**src/rtl/cap_pkg.sv**
```systemverilog
// Shared types and constants for the command APDU parser.
// Holds the parse phase and status codes and the result record.
// No dependencies; the files that use it refer to it by scoped names.
package cap_pkg;

    localparam logic [3:0] SM_NIBBLE_RESET = 4'd12;
    localparam logic [2:0] HEADER_LEN      = 3'd4;

    typedef enum logic [2:0] {
        PH_HEADER = 3'd0,
        PH_LEN    = 3'd1,
        PH_EXT    = 3'd2,
        PH_DATA   = 3'd3,
        PH_LE     = 3'd4,
        PH_SKIP   = 3'd5
    } t_phase;

    typedef enum logic [2:0] {
        ST_OK      = 3'd0,
        ST_SHORT   = 3'd1,
        ST_TRUNC   = 3'd2,
        ST_EXCESS  = 3'd3,
        ST_ZERO_LC = 3'd4
    } t_status;

    typedef struct packed {
        logic        has_data;
        logic [7:0]  data_byte;
        logic        done_res;
        logic [7:0]  cla;
        logic [7:0]  ins;
        logic [7:0]  p1;
        logic [7:0]  p2;
        logic [15:0] lc;
        logic [16:0] le;
        logic        extended;
        logic        secure;
        t_status     status;
    } t_result;

endpackage

```
**src/rtl/command_apdu_parser_core.sv**
```systemverilog
// Top level of the command APDU parser.
// Connects the input register, the frame parser and the result register.
// Depends on cap_pkg, cap_in_reg, cap_frame and cap_out_reg.
//
// The parser takes one command APDU byte per cycle, with a flag on the final
// byte, and sustains one byte per clock when the result side keeps up. A byte
// passes through the input register and the single-pass frame parser into the
// result register, which holds the result until the downstream side takes it.
// Each command data byte yields a result transaction carrying the byte, and the
// final byte yields one carrying CLA, INS, P1, P2, Lc, Le, the extended and
// secure-messaging flags and a status; bytes of the header and length fields
// yield none. The secure-messaging class nibble resets to 12 and is written
// through i_cfg_we and i_cfg_data; the user must write it only while no frame
// is in flight, as the block itself does not enforce this.
module command_apdu_parser_core (
    input  logic        i_clk,
    input  logic        i_rst_n,
    input  logic        i_cfg_we,
    input  logic [3:0]  i_cfg_data,
    input  logic        i_in_valid,
    output logic        o_in_ready,
    input  logic [7:0]  i_rx_byte,
    input  logic        i_is_last,
    output logic        o_out_valid,
    input  logic        i_out_ready,
    output logic        o_has_data,
    output logic [7:0]  o_data_byte,
    output logic        o_done_res,
    output logic [7:0]  o_cla,
    output logic [7:0]  o_ins,
    output logic [7:0]  o_p1,
    output logic [7:0]  o_p2,
    output logic [15:0] o_lc,
    output logic [16:0] o_le,
    output logic        o_extended,
    output logic        o_secure,
    output logic [2:0]  o_status
);

    logic             w_stage_valid;
    logic [7:0]       w_stage_byte;
    logic             w_stage_last;
    logic             w_adv;
    logic             w_load;
    cap_pkg::t_result w_res;
    cap_pkg::t_result w_out;

    assign w_adv  = w_stage_valid && (!o_out_valid || i_out_ready);
    assign w_load = w_adv && (w_res.has_data || w_res.done_res);

    cap_in_reg u_in_reg (
        .i_clk      (i_clk),
        .i_rst_n    (i_rst_n),
        .i_in_valid (i_in_valid),
        .o_in_ready (o_in_ready),
        .i_rx_byte  (i_rx_byte),
        .i_is_last  (i_is_last),
        .i_take     (w_adv),
        .o_valid    (w_stage_valid),
        .o_byte     (w_stage_byte),
        .o_last     (w_stage_last)
    );

    cap_frame u_frame (
        .i_clk      (i_clk),
        .i_rst_n    (i_rst_n),
        .i_cfg_we   (i_cfg_we),
        .i_cfg_data (i_cfg_data),
        .i_adv      (w_adv),
        .i_byte     (w_stage_byte),
        .i_last     (w_stage_last),
        .o_res      (w_res)
    );

    cap_out_reg u_out_reg (
        .i_clk       (i_clk),
        .i_rst_n     (i_rst_n),
        .i_load      (w_load),
        .i_res       (w_res),
        .i_out_ready (i_out_ready),
        .o_out_valid (o_out_valid),
        .o_res       (w_out)
    );

    assign o_has_data  = w_out.has_data;
    assign o_data_byte = w_out.data_byte;
    assign o_done_res  = w_out.done_res;
    assign o_cla       = w_out.cla;
    assign o_ins       = w_out.ins;
    assign o_p1        = w_out.p1;
    assign o_p2        = w_out.p2;
    assign o_lc        = w_out.lc;
    assign o_le        = w_out.le;
    assign o_extended  = w_out.extended;
    assign o_secure    = w_out.secure;
    assign o_status    = w_out.status;

endmodule

```
**src/rtl/cap_in_reg.sv**
```systemverilog
// Input register of the command APDU parser.
// Holds one accepted byte and its last flag until the parse stage takes it.
// Depends on nothing but the port list.
module cap_in_reg (
    input  logic       i_clk,
    input  logic       i_rst_n,
    input  logic       i_in_valid,
    output logic       o_in_ready,
    input  logic [7:0] i_rx_byte,
    input  logic       i_is_last,
    input  logic       i_take,
    output logic       o_valid,
    output logic [7:0] o_byte,
    output logic       o_last
);

    logic       r_valid;
    logic [7:0] r_byte;
    logic       r_last;

    assign o_in_ready = !r_valid || i_take;

    always_ff @(posedge i_clk) begin
        if (!i_rst_n) begin
            r_valid <= 1'b0;
        end else if (o_in_ready) begin
            r_valid <= i_in_valid;
        end
    end

    always_ff @(posedge i_clk) begin
        if (i_in_valid && o_in_ready) begin
            r_byte <= i_rx_byte;
            r_last <= i_is_last;
        end
    end

    assign o_valid = r_valid;
    assign o_byte  = r_byte;
    assign o_last  = r_last;

endmodule

```
**src/rtl/cap_frame.sv**
```systemverilog
// Frame parser of the command APDU parser: phase, header and length state.
// Computes the result of one byte in a single pass and holds the SM class register.
// Depends on cap_pkg.
module cap_frame (
    input  logic              i_clk,
    input  logic              i_rst_n,
    input  logic              i_cfg_we,
    input  logic [3:0]        i_cfg_data,
    input  logic              i_adv,
    input  logic [7:0]        i_byte,
    input  logic              i_last,
    output cap_pkg::t_result  o_res
);

    cap_pkg::t_phase  r_phase, n_phase;
    logic [2:0]       r_idx, n_idx;
    logic [3:0][7:0]  r_hdr, n_hdr;
    logic [7:0]       r_lhi, n_lhi;
    logic [15:0]      r_lc, n_lc;
    logic [15:0]      r_left, n_left;
    logic [1:0]       r_lecnt, n_lecnt;
    logic             r_ext, n_ext;
    cap_pkg::t_status r_err, n_err;
    logic [3:0]       r_sm;

    logic [2:0]       w_idx_inc;
    logic [15:0]      w_v;
    logic [15:0]      w_left_dec;
    logic [16:0]      w_le_short;
    logic [16:0]      w_le_ext;
    logic             w_data;
    logic             w_done;
    logic [16:0]      w_le;
    cap_pkg::t_status w_status;

    assign w_idx_inc  = r_idx + 3'd1;
    assign w_v        = {r_lhi, i_byte};
    assign w_left_dec = r_left - 16'd1;
    assign w_le_short = {8'd0, (i_byte == 8'd0), i_byte};
    assign w_le_ext   = {(w_v == 16'd0), w_v};

    // Next frame state for the byte in the input register.
    always_comb begin
        n_phase = r_phase;
        n_idx   = r_idx;
        n_hdr   = r_hdr;
        n_lhi   = r_lhi;
        n_lc    = r_lc;
        n_left  = r_left;
        n_lecnt = r_lecnt;
        n_ext   = r_ext;
        n_err   = r_err;
        unique case (r_phase)
            cap_pkg::PH_HEADER: begin
                n_hdr[r_idx[1:0]] = i_byte;
                n_idx = w_idx_inc;
                if (!i_last && w_idx_inc >= cap_pkg::HEADER_LEN) begin
                    n_phase = cap_pkg::PH_LEN;
                    n_idx   = 3'd0;
                end
            end
            cap_pkg::PH_LEN: begin
                if (!i_last) begin
                    if (i_byte == 8'd0) begin
                        n_ext   = 1'b1;
                        n_phase = cap_pkg::PH_EXT;
                        n_idx   = 3'd0;
                    end else begin
                        n_lc    = {8'd0, i_byte};
                        n_left  = {8'd0, i_byte};
                        n_phase = cap_pkg::PH_DATA;
                    end
                end
            end
            cap_pkg::PH_EXT: begin
                if (r_idx == 3'd0) begin
                    n_lhi = i_byte;
                    n_idx = 3'd1;
                end else if (!i_last) begin
                    if (w_v == 16'd0) begin
                        n_err   = cap_pkg::ST_ZERO_LC;
                        n_phase = cap_pkg::PH_SKIP;
                    end else begin
                        n_lc    = w_v;
                        n_left  = w_v;
                        n_phase = cap_pkg::PH_DATA;
                    end
                end
            end
            cap_pkg::PH_DATA: begin
                n_left = w_left_dec;
                if (w_left_dec == 16'd0 && !i_last) begin
                    n_phase = cap_pkg::PH_LE;
                    n_lecnt = 2'd0;
                end
            end
            cap_pkg::PH_LE: begin
                if (!r_ext) begin
                    if (!i_last) begin
                        n_err   = cap_pkg::ST_EXCESS;
                        n_phase = cap_pkg::PH_SKIP;
                    end
                end else if (r_lecnt == 2'd0) begin
                    n_lhi   = i_byte;
                    n_lecnt = 2'd1;
                end else if (!i_last) begin
                    n_err   = cap_pkg::ST_EXCESS;
                    n_phase = cap_pkg::PH_SKIP;
                end
            end
            cap_pkg::PH_SKIP: begin
                n_phase = r_phase;
            end
            default: begin
                n_phase = r_phase;
            end
        endcase
    end

    // Result of the byte: a data byte, a frame summary, both, or neither.
    always_comb begin
        w_data   = 1'b0;
        w_done   = 1'b0;
        w_le     = 17'd0;
        w_status = cap_pkg::ST_OK;
        unique case (r_phase)
            cap_pkg::PH_HEADER: begin
                if (i_last) begin
                    w_done   = 1'b1;
                    w_status = (w_idx_inc < cap_pkg::HEADER_LEN) ?
                               cap_pkg::ST_SHORT : cap_pkg::ST_OK;
                end
            end
            cap_pkg::PH_LEN: begin
                if (i_last) begin
                    w_done = 1'b1;
                    w_le   = w_le_short;
                end
            end
            cap_pkg::PH_EXT: begin
                if (r_idx == 3'd0) begin
                    if (i_last) begin
                        w_done   = 1'b1;
                        w_status = cap_pkg::ST_TRUNC;
                    end
                end else if (i_last) begin
                    w_done = 1'b1;
                    w_le   = w_le_ext;
                end
            end
            cap_pkg::PH_DATA: begin
                w_data = 1'b1;
                if (i_last) begin
                    w_done = 1'b1;
                    if (w_left_dec != 16'd0) begin
                        w_status = cap_pkg::ST_TRUNC;
                    end
                end
            end
            cap_pkg::PH_LE: begin
                if (i_last) begin
                    w_done = 1'b1;
                    if (!r_ext) begin
                        w_le = w_le_short;
                    end else if (r_lecnt == 2'd0) begin
                        w_status = cap_pkg::ST_TRUNC;
                    end else begin
                        w_le = w_le_ext;
                    end
                end
            end
            cap_pkg::PH_SKIP: begin
                if (i_last) begin
                    w_done   = 1'b1;
                    w_status = r_err;
                end
            end
            default: begin
                if (i_last) begin
                    w_done   = 1'b1;
                    w_status = r_err;
                end
            end
        endcase

        o_res           = '0;
        o_res.has_data  = w_data;
        o_res.data_byte = w_data ? i_byte : 8'd0;
        if (w_done) begin
            o_res.done_res = 1'b1;
            o_res.cla      = n_hdr[0];
            o_res.ins      = n_hdr[1];
            o_res.p1       = n_hdr[2];
            o_res.p2       = n_hdr[3];
            o_res.lc       = (w_status == cap_pkg::ST_SHORT) ? 16'd0 : n_lc;
            o_res.le       = (w_status == cap_pkg::ST_OK) ? w_le : 17'd0;
            o_res.extended = n_ext;
            o_res.secure   = (n_hdr[0][3:0] == r_sm);
            o_res.status   = w_status;
        end
    end

    always_ff @(posedge i_clk) begin
        if (!i_rst_n) begin
            r_sm <= cap_pkg::SM_NIBBLE_RESET;
        end else if (i_cfg_we) begin
            r_sm <= i_cfg_data;
        end
    end

    // The frame state is cleared after the final byte of each frame.
    always_ff @(posedge i_clk) begin
        if (!i_rst_n || (i_adv && w_done)) begin
            r_phase <= cap_pkg::PH_HEADER;
            r_idx   <= 3'd0;
            r_hdr   <= '0;
            r_lhi   <= 8'd0;
            r_lc    <= 16'd0;
            r_left  <= 16'd0;
            r_lecnt <= 2'd0;
            r_ext   <= 1'b0;
            r_err   <= cap_pkg::ST_OK;
        end else if (i_adv) begin
            r_phase <= n_phase;
            r_idx   <= n_idx;
            r_hdr   <= n_hdr;
            r_lhi   <= n_lhi;
            r_lc    <= n_lc;
            r_left  <= n_left;
            r_lecnt <= n_lecnt;
            r_ext   <= n_ext;
            r_err   <= n_err;
        end
    end

    a_clear_after_done: assert property (@(posedge i_clk) disable iff (!i_rst_n)
        i_adv && w_done |=> r_phase == cap_pkg::PH_HEADER && r_idx == 3'd0)
        else $error("Frame state was not cleared after the final byte.");

    a_data_left_nonzero: assert property (@(posedge i_clk) disable iff (!i_rst_n)
        r_phase == cap_pkg::PH_DATA |-> r_left != 16'd0)
        else $error("Data phase entered with no data bytes left.");

    a_skip_has_error: assert property (@(posedge i_clk) disable iff (!i_rst_n)
        r_phase == cap_pkg::PH_SKIP |->
            (r_err == cap_pkg::ST_EXCESS || r_err == cap_pkg::ST_ZERO_LC))
        else $error("Skip phase without a recorded error.");

    a_ext_phase_needs_mode: assert property (@(posedge i_clk) disable iff (!i_rst_n)
        r_phase == cap_pkg::PH_EXT |-> r_ext)
        else $error("Extended length phase without extended mode.");

endmodule

```
**src/rtl/cap_out_reg.sv**
```systemverilog
// Result register of the command APDU parser.
// Holds one result transaction until the downstream side takes it.
// Depends on cap_pkg.
module cap_out_reg (
    input  logic             i_clk,
    input  logic             i_rst_n,
    input  logic             i_load,
    input  cap_pkg::t_result i_res,
    input  logic             i_out_ready,
    output logic             o_out_valid,
    output cap_pkg::t_result o_res
);

    logic             r_valid;
    cap_pkg::t_result r_res;

    always_ff @(posedge i_clk) begin
        if (!i_rst_n) begin
            r_valid <= 1'b0;
        end else if (i_load) begin
            r_valid <= 1'b1;
        end else if (i_out_ready) begin
            r_valid <= 1'b0;
        end
    end

    always_ff @(posedge i_clk) begin
        if (i_load) begin
            r_res <= i_res;
        end
    end

    assign o_out_valid = r_valid;
    assign o_res       = r_res;

endmodule
```
**config.mk**
```make
export PLATFORM = sky130hd
export DESIGN_NAME = command_apdu_parser_core
export DESIGN_NICKNAME = d
export VERILOG_FILES = /design/src/rtl/cap_pkg.sv /design/src/rtl/command_apdu_parser_core.sv /design/src/rtl/cap_in_reg.sv /design/src/rtl/cap_frame.sv /design/src/rtl/cap_out_reg.sv
export SDC_FILE = /design/constraint.sdc
export NUM_CORES = 1
export LEC_CHECK = 0
export BUFFER_PORTS_ARGS = -buffer_cell sky130_fd_sc_hd__buf_2
export CAP_MARGIN = 20
export CORE_ASPECT_RATIO = 1.75
export CORE_MARGIN = 8
export CORE_UTILIZATION = 50
export DETAILED_ROUTE_END_ITERATION = 10
export PLACE_DENSITY_LB_ADDON = 0.25
export SLEW_MARGIN = 15
export SYNTH_ARGS = -nofsm -noshare
export SYNTH_HDL_FRONTEND = slang
export SYNTH_SLANG_ARGS = --single-unit
```
**constraint.sdc**
```tcl
create_clock -name i_clk -period 5.65 [get_ports i_clk]
set_input_delay 0.8475 -clock i_clk [delete_from_list [all_inputs] [get_ports i_clk]]
set_output_delay 0.8475 -clock i_clk [all_outputs]
set_load 0.05 [all_outputs]
```
* Yosys cells after proc, flatten, opt, wreduce, memory -nomap -nowiden *
Cells that the tools add are included.

operators by class
  $add $sub $neg = 2
  order comparisons = 4
  eq/ne operators = 19
  mux-type cells = 75
  bitwise operators = 1
  reductions and logical operators = 37

operator list
  cell                   number
  $mux 16                11
  $mux 17                6
  $mux 3                 25
  $mux 71                1
  $pmux 17 s3            1
  $pmux 16 s3            1
  $bwmux 32              1
  $logic_not 16->1       2
  $mux 32                1
  $mux 8                 4
  $pmux 16 s2            1
  $pmux 3 s5             2
  $demux 8 s2            1
  $pmux 8 s2             1
  $reduce_bool 16->1     1
  $sub 16x1->16 const B  1
  $reduce_and 5->1       3
  $ne 2x1->1 const B     7
  $mux 2                 6
  $ne 2x2->1 const B     5
  $logic_not 3->1        3
  $mux 1                 9
  $mux 9                 1
  $pmux 3 s3             1
  26 further kinds       43

word-level totals
  bits in registers = 179
  output and inout bits = 82
  logic and storage cells = 167

* Logic depth before layout (Yosys ltp) *
Gate-level depths: netlist (run 1).

  depth in word-level cells = 11
  depth in mapped cells = 10

* Modules after synthesis *
From an unflattened synthesis (run 1), not the netlist that was laid out.

second synthesis, totals
  cells, all modules = 803
  area total of the unflattened synthesis = 8072.7 um2

by module, submodules not included
  module                    times used  cells each  area an instance (um2)
  cap_frame                 1           703         5278.8
  cap_out_reg               1           83          2443.6
  cap_in_reg                1           14          327.8
  command_apdu_parser_core  1           3           22.5

* Least setup slack after synthesis (run 1) *
No wires, ideal clock.

  path kind = register to register
  start point = register u_frame.r_phase[1]
  end point = register u_out_reg.r_res, in the netlist u_out_reg.o_res[0], enable pin
  setup time = 0.520 ns
  data arrival time = 4.827 ns
  data required time = 5.130 ns
  path slack = 0.303 ns
  cell stages (with the launch flop) = 8
  buffers on the path = 3
  clock period less this slack = 5.347 ns
  cell sequence = dfxtp_1 > clkbuf_1 > buf_1 > nand3_1 > inv_1 > clkbuf_1 > nor2_1 > nor2_1

on the way
  cells in the longest elaborated chain, start to end = 4

ends and longest elaborated chain
  item                    line                            source
  start, declared         cap_frame.sv:15                 cap_pkg::t_phase r_phase, n_phase;
  start signal, assigned  cap_frame.sv:214                r_phase <= cap_pkg::PH_HEADER;
  start signal, assigned  cap_frame.sv:224                r_phase <= n_phase;
  $eq 3x2->1              cap_frame.sv:126                unique case (r_phase)
  $mux 1                  cap_frame.sv:126
  $logic_or 1x1->1        command_apdu_parser_core.sv:49  assign w_load = w_adv && (w_res.has_data || w_res.done_res);
  $logic_and 1x1->1       command_apdu_parser_core.sv:49
  via u_out_reg.i_load    cap_out_reg.sv:7                input logic i_load,
  end signal, assigned    cap_out_reg.sv:29               r_res <= i_res;
  end, declared           cap_out_reg.sv:15               cap_pkg::t_result r_res;

The timed path passes the listed nets, and every way through them passes these cells.
A chain may end at the register's enable or synchronous reset.

* Worst setup path in the final report (run 1) *
  start point = register u_in_reg.r_byte[7] (netlist: u_in_reg.o_byte[7])
  end point = register u_out_reg.r_res, in the netlist u_out_reg.o_res[25], data pin

on the way
  cells in the longest elaborated chain, start to end = 5
  elaborated cells on any way between the ends = 8

ends and longest elaborated chain
  item                    line              source
  start, declared         cap_in_reg.sv:18  logic [7:0] r_byte;
  start signal, assigned  cap_in_reg.sv:33  r_byte <= i_rx_byte;
  $logic_not 16->1        cap_frame.sv:80   if (w_v == 16'd0) begin
  $mux 16                 cap_frame.sv:80
  $mux 16                 cap_frame.sv:79   end else if (!i_last) begin
  $mux 16                 cap_frame.sv:76   if (r_idx == 3'd0) begin
  $pmux 16 s2 *           cap_frame.sv:53   unique case (r_phase)

Mark *: on every way between the ends. The rest lies on a longest branch, timed or not.

==> flow_summary_export.csv, run 1 <==
group,metric,value,unit
logic_synthesis,synthCells,810,
pwr,powerDensity,298,mW/mm^2
routing,iteration_count_of_the_initial_detailed_routing_pass,5,
logic_synthesis,synth-main-ff-cell,"edfxtp_1",
global_route,initial_antenna_violation_count,0,
logic_synthesis,netlist-cell-type-count,60,
cells_and_area,multi_input_comb_area,0.00323,mm^2
clock_network,cts_root_buf,"clkbuf_16",
sta,post-route-min-period,2.98,ns
worst_setup_path,worstPathCellList,"buf_4 > nor4_1 > nand4_1 > a31oi_1 > or2_1 > mux2i_1 > nor2_1",
logic_synthesis,synth.top_cell.area_share,33.8,%
clock_network,clock_path_buffers,2,
sta,clock.fmax,335,MHz
clock_network,post_cts_resize_count,0,
sta,number_of_hold_violations_in_the_final_report,0,
sta,total_of_endpoints_with_negative_setup_slack_in_the_final_report,0,
floorplan,floorplan.initialDensity,50.3,%
routing,vias_per_cell,5.61,
logic_synthesis,yosysSeqAreaShare,56.0,%
routing,drt.antenna.violating_nets,0,
logic_synthesis,edff_count_synth,89,
floorplan,chipHeight,182,um
routing,remaining_drc_errors,0,
worst_setup_path,crit_path_max_fanout,15,
logic_synthesis,yosys-top-cells-area,"edfxtp_1, dfxtp_1, nand2_1, mux2i_1, nor2_1",
placement,hpwlAfterDp,12400,um
floorplan,placement_rows,61,
worst_setup_path,cp_slowest_stage_delay,0.59,ns
global_route,grt_overflow_total,0,
global_route,grt_first_pass_wirelength,30200,um
clock_network,cts.hold.buffers_added,0,
cells_and_area,share_of_post_route_cells_with_drive_strength_above_1,17.1,%
cells_and_area,num-nets-final,912,
logic_synthesis,mappedNetlistArea,0.00791,mm^2
cells_and_area,n_fill_cell,1383,
status,run_status,"completed",
global_route,grt_use_total,18.5,%
sta,grt_setup_unrepaired,"false",
routing,detailroute.via_count,6110,
routing,drt_first_iter_violations,397,
global_route,pin_count_of_the_biggest_net_entering_global_routing,80,
clock_network,postCtsSetupRepairBufs,0,
logic_synthesis,synth_top_cell_by_area,"edfxtp_1",
worst_setup_path,timing.critical_path.to_type,"flip-flop",
pwr,cellLeakagePower,3.42,nW
routing,totalWireLength,18900,um
sta,slew_headroom,33.3,%
pwr,ir_drop,0.253,mV
logic_synthesis,post_synth_simple_gate_area,21.1,%
floorplan,ios,100,
worst_setup_path,worstPathArrival,3.16,ns
clock_network,cts_htree_levels,4,
logic_synthesis,ys.warnings.count,0,
placement,buffer_ports.inserted,99,
sta,layout_worst_path_cycle_share,52.8,%
sta,transition_at_the_pin_with_the_smallest_max_transition_slack,0.996,ns
global_route,grt_pass1_vias,5807,
cells_and_area,syn_to_final_growth,15.1,%
logic_synthesis,synth_compound_gate_area_share,12.7,%
logic_synthesis,syn_area_per_cell,9.77,um^2
logic_synthesis,mappedNetlistNets,834,
clock_network,clkLatencyLatePin,0.43,ns
floorplan,coreArea,0.0157,mm^2
logic_synthesis,synthAdderAreaFrac,0.949,%
sta,finalSetupTns,0,ns
sta,finalClockSkew,0.00846,ns
clock_network,cts_buffers,17,
floorplan,floorplan.die.width,111,um
cells_and_area,antennaDiodeCount,0,
clock_network,tritoncts_num_sinks,177,
logic_synthesis,synth.mux.area_fraction,4.55,%
floorplan,dieArea,0.0203,mm^2
worst_setup_path,worstSetupStartpointType,"flip-flop",
logic_synthesis,synth_top_family_by_area,"simple AND/OR/NAND/NOR gates",
worst_hold_path,holdCritPathClass,"reg2reg",
logic_synthesis,synth_xor_area_share,1.33,%
placement,place.gp.congestion,0.886,
routing,wire_length_per_cell,17.3,um
logic_synthesis,synth-seq-cells,177,
worst_setup_path,critical_path.slowest_cell,"or2_1",
clock_network,tritoncts,"yes",
pwr,finalPower,0.00271,W
logic_synthesis,async_reset_ff_share,0,%
worst_setup_path,timing.setup.critical_path_class,"reg2reg",
clock_network,clkTransAtPathRegs,0.07,ns
run,timing.max_cap.violations,0,
sta,slew_viol_final,0,
cells_and_area,regArea,0.00443,mm^2
worst_setup_path,critical_path_required,5.83,ns
==> cells in the final DEF, fill, tap and decap left out, types with 13 or more instances in the layout <==
master	Yosys	final
edfxtp_1	89	89
nor2_1	82	81
mux2i_1	36	36
nand3_1	13	13
o21ai_0	24	24
a22oi_1	13	13
a21boi_0	28	28
clkbuf_16	0	17
nor2b_1	14	14
buf_4	4	13
a21oi_1	52	52
buf_2	3	99
dfxtp_1	88	88
nand2_1	158	157
and2_1	23	23
nor3_1	14	14
==> area by class of cell <==
class	instances	share of cell area, %
Clock buffer	17	4.67
Clock inverter	15	1.57
Inverter	11	0.454
Multi-Input combinational cell	569	35.5
Sequential cell	177	48.7
Tap cell	189	2.60
Timing Repair Buffer	112	6.51
==> metrics by stage <==
| step | cells | utilization [%] | setup slack (ns) | instance area, um^2 | hold slack [ns] |
|---|---|---|---|---|---|
| floorplan | 810 | - | 0.303 | 7910 | 0.424 |
| global placement | 1057 | 54.2 | 2.64 | 8530 | 0.442 |
| detailed placement | 1057 | 54.2 | 2.61 | 8530 | 0.447 |
| CTS | 1089 | 57.9 | 2.71 | 9100 | 0.456 |
| global route | 1090 | 57.9 | 2.41 | 9100 | 0.475 |
| finish | 1090 | 57.9 | 2.67 | 9100 | 0.456 |
==> worst paths after layout <==
| path | start | endpoint | slack [ns] | cells past startpoint |
|---|---|---|---|---|
| setup reg to reg | u_in_reg.o_byte[7] | u_out_reg.o_res[25] | 2.67 | 7 |
| hold reg to reg | u_frame.r_hdr[4] | u_frame.r_hdr[4] | 0.46 | 2 |
| hold / removal | u_frame.r_hdr[4] | u_frame.r_hdr[4] | 0.46 | 2 |
| setup / recovery | u_in_reg.o_byte[7] | u_out_reg.o_res[25] | 2.67 | 7 |
==> registers in the layout, indices dropped and copies added, names as in the netlist, 2 cells and up <==
| name | flops |
|---|---|
| u_out_reg.o_res | 80 |
| u_frame.r_err | 2 |
| u_frame.r_phase | 3 |
| u_frame.r_lc | 16 |
| u_frame.r_idx | 3 |
| u_frame.r_lhi | 8 |
| u_frame.r_left | 16 |
| u_frame.r_sm | 4 |
| u_frame.r_hdr | 32 |
| u_in_reg.o_byte | 8 |
==> cells in the mapped netlist, types with 2 or more instances <==
master	number
a211oi_1	6
a21boi_0	28
a21oi_1	52
a221oi_1	4
a22o_1	2
a22oi_1	13
a31oi_1	4
and2_1	23
and3_1	11
buf_1	3
buf_2	3
buf_4	4
clkbuf_1	42
dfxtp_1	88
edfxtp_1	89
ha_1	6
inv_1	11
mux2i_1	36
nand2_1	158
nand2b_1	9
nand3_1	13
nand3b_1	4
nand4_1	3
nand4b_1	4
nor2_1	82
nor2b_1	14
nor3_1	14
nor3b_1	2
nor4_1	7
nor4b_1	2
o211ai_1	2
o21a_1	5
o21ai_0	24
o21ai_1	2
o32ai_1	2
o41ai_1	3
or3_1	2
xnor2_1	5
xor2_1	7
==> power by group <==
group	internal [W]	leakage (nW)	switching, W
clock network	0.000585	0.272	0.000550
logic	0.0000452	1.62	0.000147
registers	0.00137	1.53	0.0000106
total	0.00200	3.42	0.000708
==> worst max-delay path: cells and delay by family (launching register included) <==
family                 cells  cell delay [ns]
buffers and inverters      1             0.22
DFF                        1             0.36
and+or+nand+nor            4             1.59
muxes                      1             0.28
AOI/OAI and AO/OA          1             0.26
==> routing by layer <==
layer	part of all wire (%)	vias up	track usage, %
met5	0	-	0
met4	2.7	0	8.85
met3	4.8	33	4.37
met2	52	164	32.8
met1	40	2912	20.2
li1	-	3001	-
==> logic make-up after synthesis <==
logic type      count (synthesis)
fa+ha+maj                       6
flops                         177
simple gates                  359
xor+xnor                       12
buf+inv                        64
compound gates                156
mux                            36
Note: power is estimated with default switching activity, not from simulation.
==> run 2, diff against run 1 <==
clock period = 3.1 ns   (was 5.65 ns; I/O delays follow)
==> run 2 against run 1 <==
Net effect: via count increased by 1.7%; final cell count is 1.2% higher; largest power group unchanged; clock skew up 0.0049 ns; core utilization rose by 0.80 points; global-route usage up 0.62 points; design area is 1.4% higher; sequential power increased by 83%; setup slack got worse by 2.3 ns; critical endpoint is now u_out_reg.o_res[23]; combinational power is 90% higher; first-iteration DRC count grew 29%; die area unchanged; sequential share of layout area shrank 0.67 points.
==> flow_summary_export.csv, run 2 (same netlist as run 1, synthesis figures left out) <==
group,metric,value,unit
cells_and_area,highest_count_cells_in_the_layout_ignoring_fill_and_taps,"nand2_1, buf_2, edfxtp_1",
clock_network,cts_root_buf,"clkbuf_16",
global_route,grt_pass1_vias,6044,
floorplan,ios,100,
clock_network,tritoncts,"yes",
cells_and_area,num-nets-final,925,
cells_and_area,layout.cells.most_common,"nand2_1",
global_route,pin_count_of_the_biggest_net_entering_global_routing,72,
clock_network,clock_path_buffers,2,
global_route,grt_overflow_total,0,
placement,hpwlAfterDp,13200,um
placement,placed_cells,1071,
worst_hold_path,min_from,"i_rx_byte[3]",
placement,place.gp.congestion,0.979,
sta,finalSetupTns,0,ns
worst_setup_path,critical_register_to_register_path_endpoint,"u_out_reg.o_res[23]",
sta,post-route-min-period,2.75,ns
floorplan,dieArea,0.0203,mm^2
placement,dpl_worst_slack,0.348,ns
routing,detailroute.via_count,6211,
clock_network,cts.hold.buffers_added,0,
cells_and_area,syn_to_final_growth,16.7,%
worst_hold_path,holdCritPathClass,"in2reg",
routing,totalWireLength,19600,um
pwr,ir_drop,0.293,mV
global_route,initial_antenna_violation_count,0,
cells_and_area,stdcell_count,1103,
status,run_status,"completed",
worst_hold_path,hold_end,"u_in_reg.o_byte[3]",
floorplan,floorplan.die.width,111,um
clock_network,clkLatencyLatePin,0.43,ns
floorplan,floorplan.initialDensity,50.3,%
clock_network,cts_buffers,17,
sta,fin_ws,0.347,ns
routing,remaining_drc_errors,0,
worst_setup_path,critical_path_required,3.27,ns
floorplan,chipHeight,182,um
run,timing.max_cap.violations,0,
routing,drt_first_iter_violations,514,
global_route,grt_first_pass_wirelength,31100,um
sta,layout_worst_path_cycle_share,88.8,%
cells_and_area,final_core_utilization,58.7,%
worst_setup_path,crit_path_max_fanout,14,
worst_setup_path,worst_r2r_startpoint,"u_in_reg.o_byte[3]",
pwr,cellLeakagePower,3.49,nW
worst_setup_path,reg2reg_setup_slack,0.35,ns
worst_hold_path,timing.hold.worst_path_depth,1,
floorplan,placement_rows,61,
sta,clock.fmax,363,MHz
clock_network,cts_htree_levels,4,
worst_setup_path,worstPathArrival,2.92,ns
routing,drt.antenna.violating_nets,0,
clock_network,tritoncts_num_sinks,177,
sta,number_of_hold_violations_in_the_final_report,0,
routing,wire_length_per_cell,17.8,um
clock_network,postCtsSetupRepairBufs,0,
worst_setup_path,timing.critical_path.to_type,"flip-flop",
sta,slew_headroom,43.1,%
sta,slew_viol_final,0,
cells_and_area,max_ffs_per_register,80,
global_route,grt_use_total,19.1,%
cells_and_area,share_of_post_route_cells_with_drive_strength_above_1,18.2,%
cells_and_area,regArea,0.00443,mm^2
sta,transition_at_the_pin_with_the_smallest_max_transition_slack,0.845,ns
pwr,powerDensity,537,mW/mm^2
routing,iteration_count_of_the_initial_detailed_routing_pass,6,
clock_network,clkTransAtPathRegs,0.07,ns
placement,buffer_ports.inserted,99,
worst_setup_path,timing.reg2reg.worst_path_depth,8,
cells_and_area,antennaDiodeCount,0,
floorplan,coreArea,0.0157,mm^2
sta,worst_hold_slack,0.203,ns
sta,total_of_endpoints_with_negative_setup_slack_in_the_final_report,0,
sta,grt_setup_unrepaired,"false",
worst_setup_path,worstSetupStartpointType,"flip-flop",
routing,vias_per_cell,5.63,
cells_and_area,multi_input_comb_area,0.00323,mm^2
cells_and_area,n_fill_cell,1400,
worst_setup_path,timing.setup.critical_path_class,"reg2reg",
clock_network,post_cts_resize_count,0,
sta,finalClockSkew,0.0134,ns
[run 2: worst max path at each step]
| stage | startpoint | end | cells past startpoint |
|---|---|---|---|
| floorplan | u_frame.r_phase[0] | u_out_reg.o_res[0] | 7 |
| global placement | u_in_reg.o_byte[3] | u_out_reg.o_res[29] | 8 |
| detailed placement | u_in_reg.o_byte[3] | u_out_reg.o_res[27] | 8 |
| CTS | u_in_reg.o_byte[3] | u_out_reg.o_res[23] | 8 |
| global route | u_frame.r_left[0] | u_out_reg.o_res[1] | 8 |
| finish | u_in_reg.o_byte[3] | u_out_reg.o_res[23] | 8 |
[run 2: final cells by class]
class | instances | share of cell area, %
repair buffers | 125 | 7.75
clock inverters | 15 | 1.57
multi-input cells | 569 | 35.0
well taps | 189 | 2.56
clock buffers | 17 | 4.61
flip-flops and latches | 177 | 48.0
inverters | 11 | 0.447
[run 2: worst max-delay path: stages, from the launching register on]
cell	delay, ns
edfxtp_1	0.39
nor4_1	0.76
nand4_1	0.30
buf_4	0.25
a31oi_1	0.15
or2_1	0.12
buf_4	0.23
mux2i_1	0.23
nor2_1	0.06
[run 2: per-stage QoR]
step	total power, W	cell area (um^2)
4_1_cts	0.00499	9220
2_1_floorplan	0.00282	7920
6_report	0.00496	9230
3_5_place_dp	0.00294	8650
3_3_place_gp	0.00293	8650
5_1_grt	0.00511	9230
[run 2: where the power goes]
group	internal, W	switching, W
clock network	0.00107	0.00101
registers	0.00250	0.0000189
logic	0.0000923	0.000274
total	0.00366	0.00130
[run 2: layer usage]
metal  GRT usage [%]  part of all wire, %  wire, um
met5               0                    0         0
met2            34.6                   53     10400
met4            10.6                  3.8       737
met3            3.85                  4.5       888
met1            20.1                   39      7670
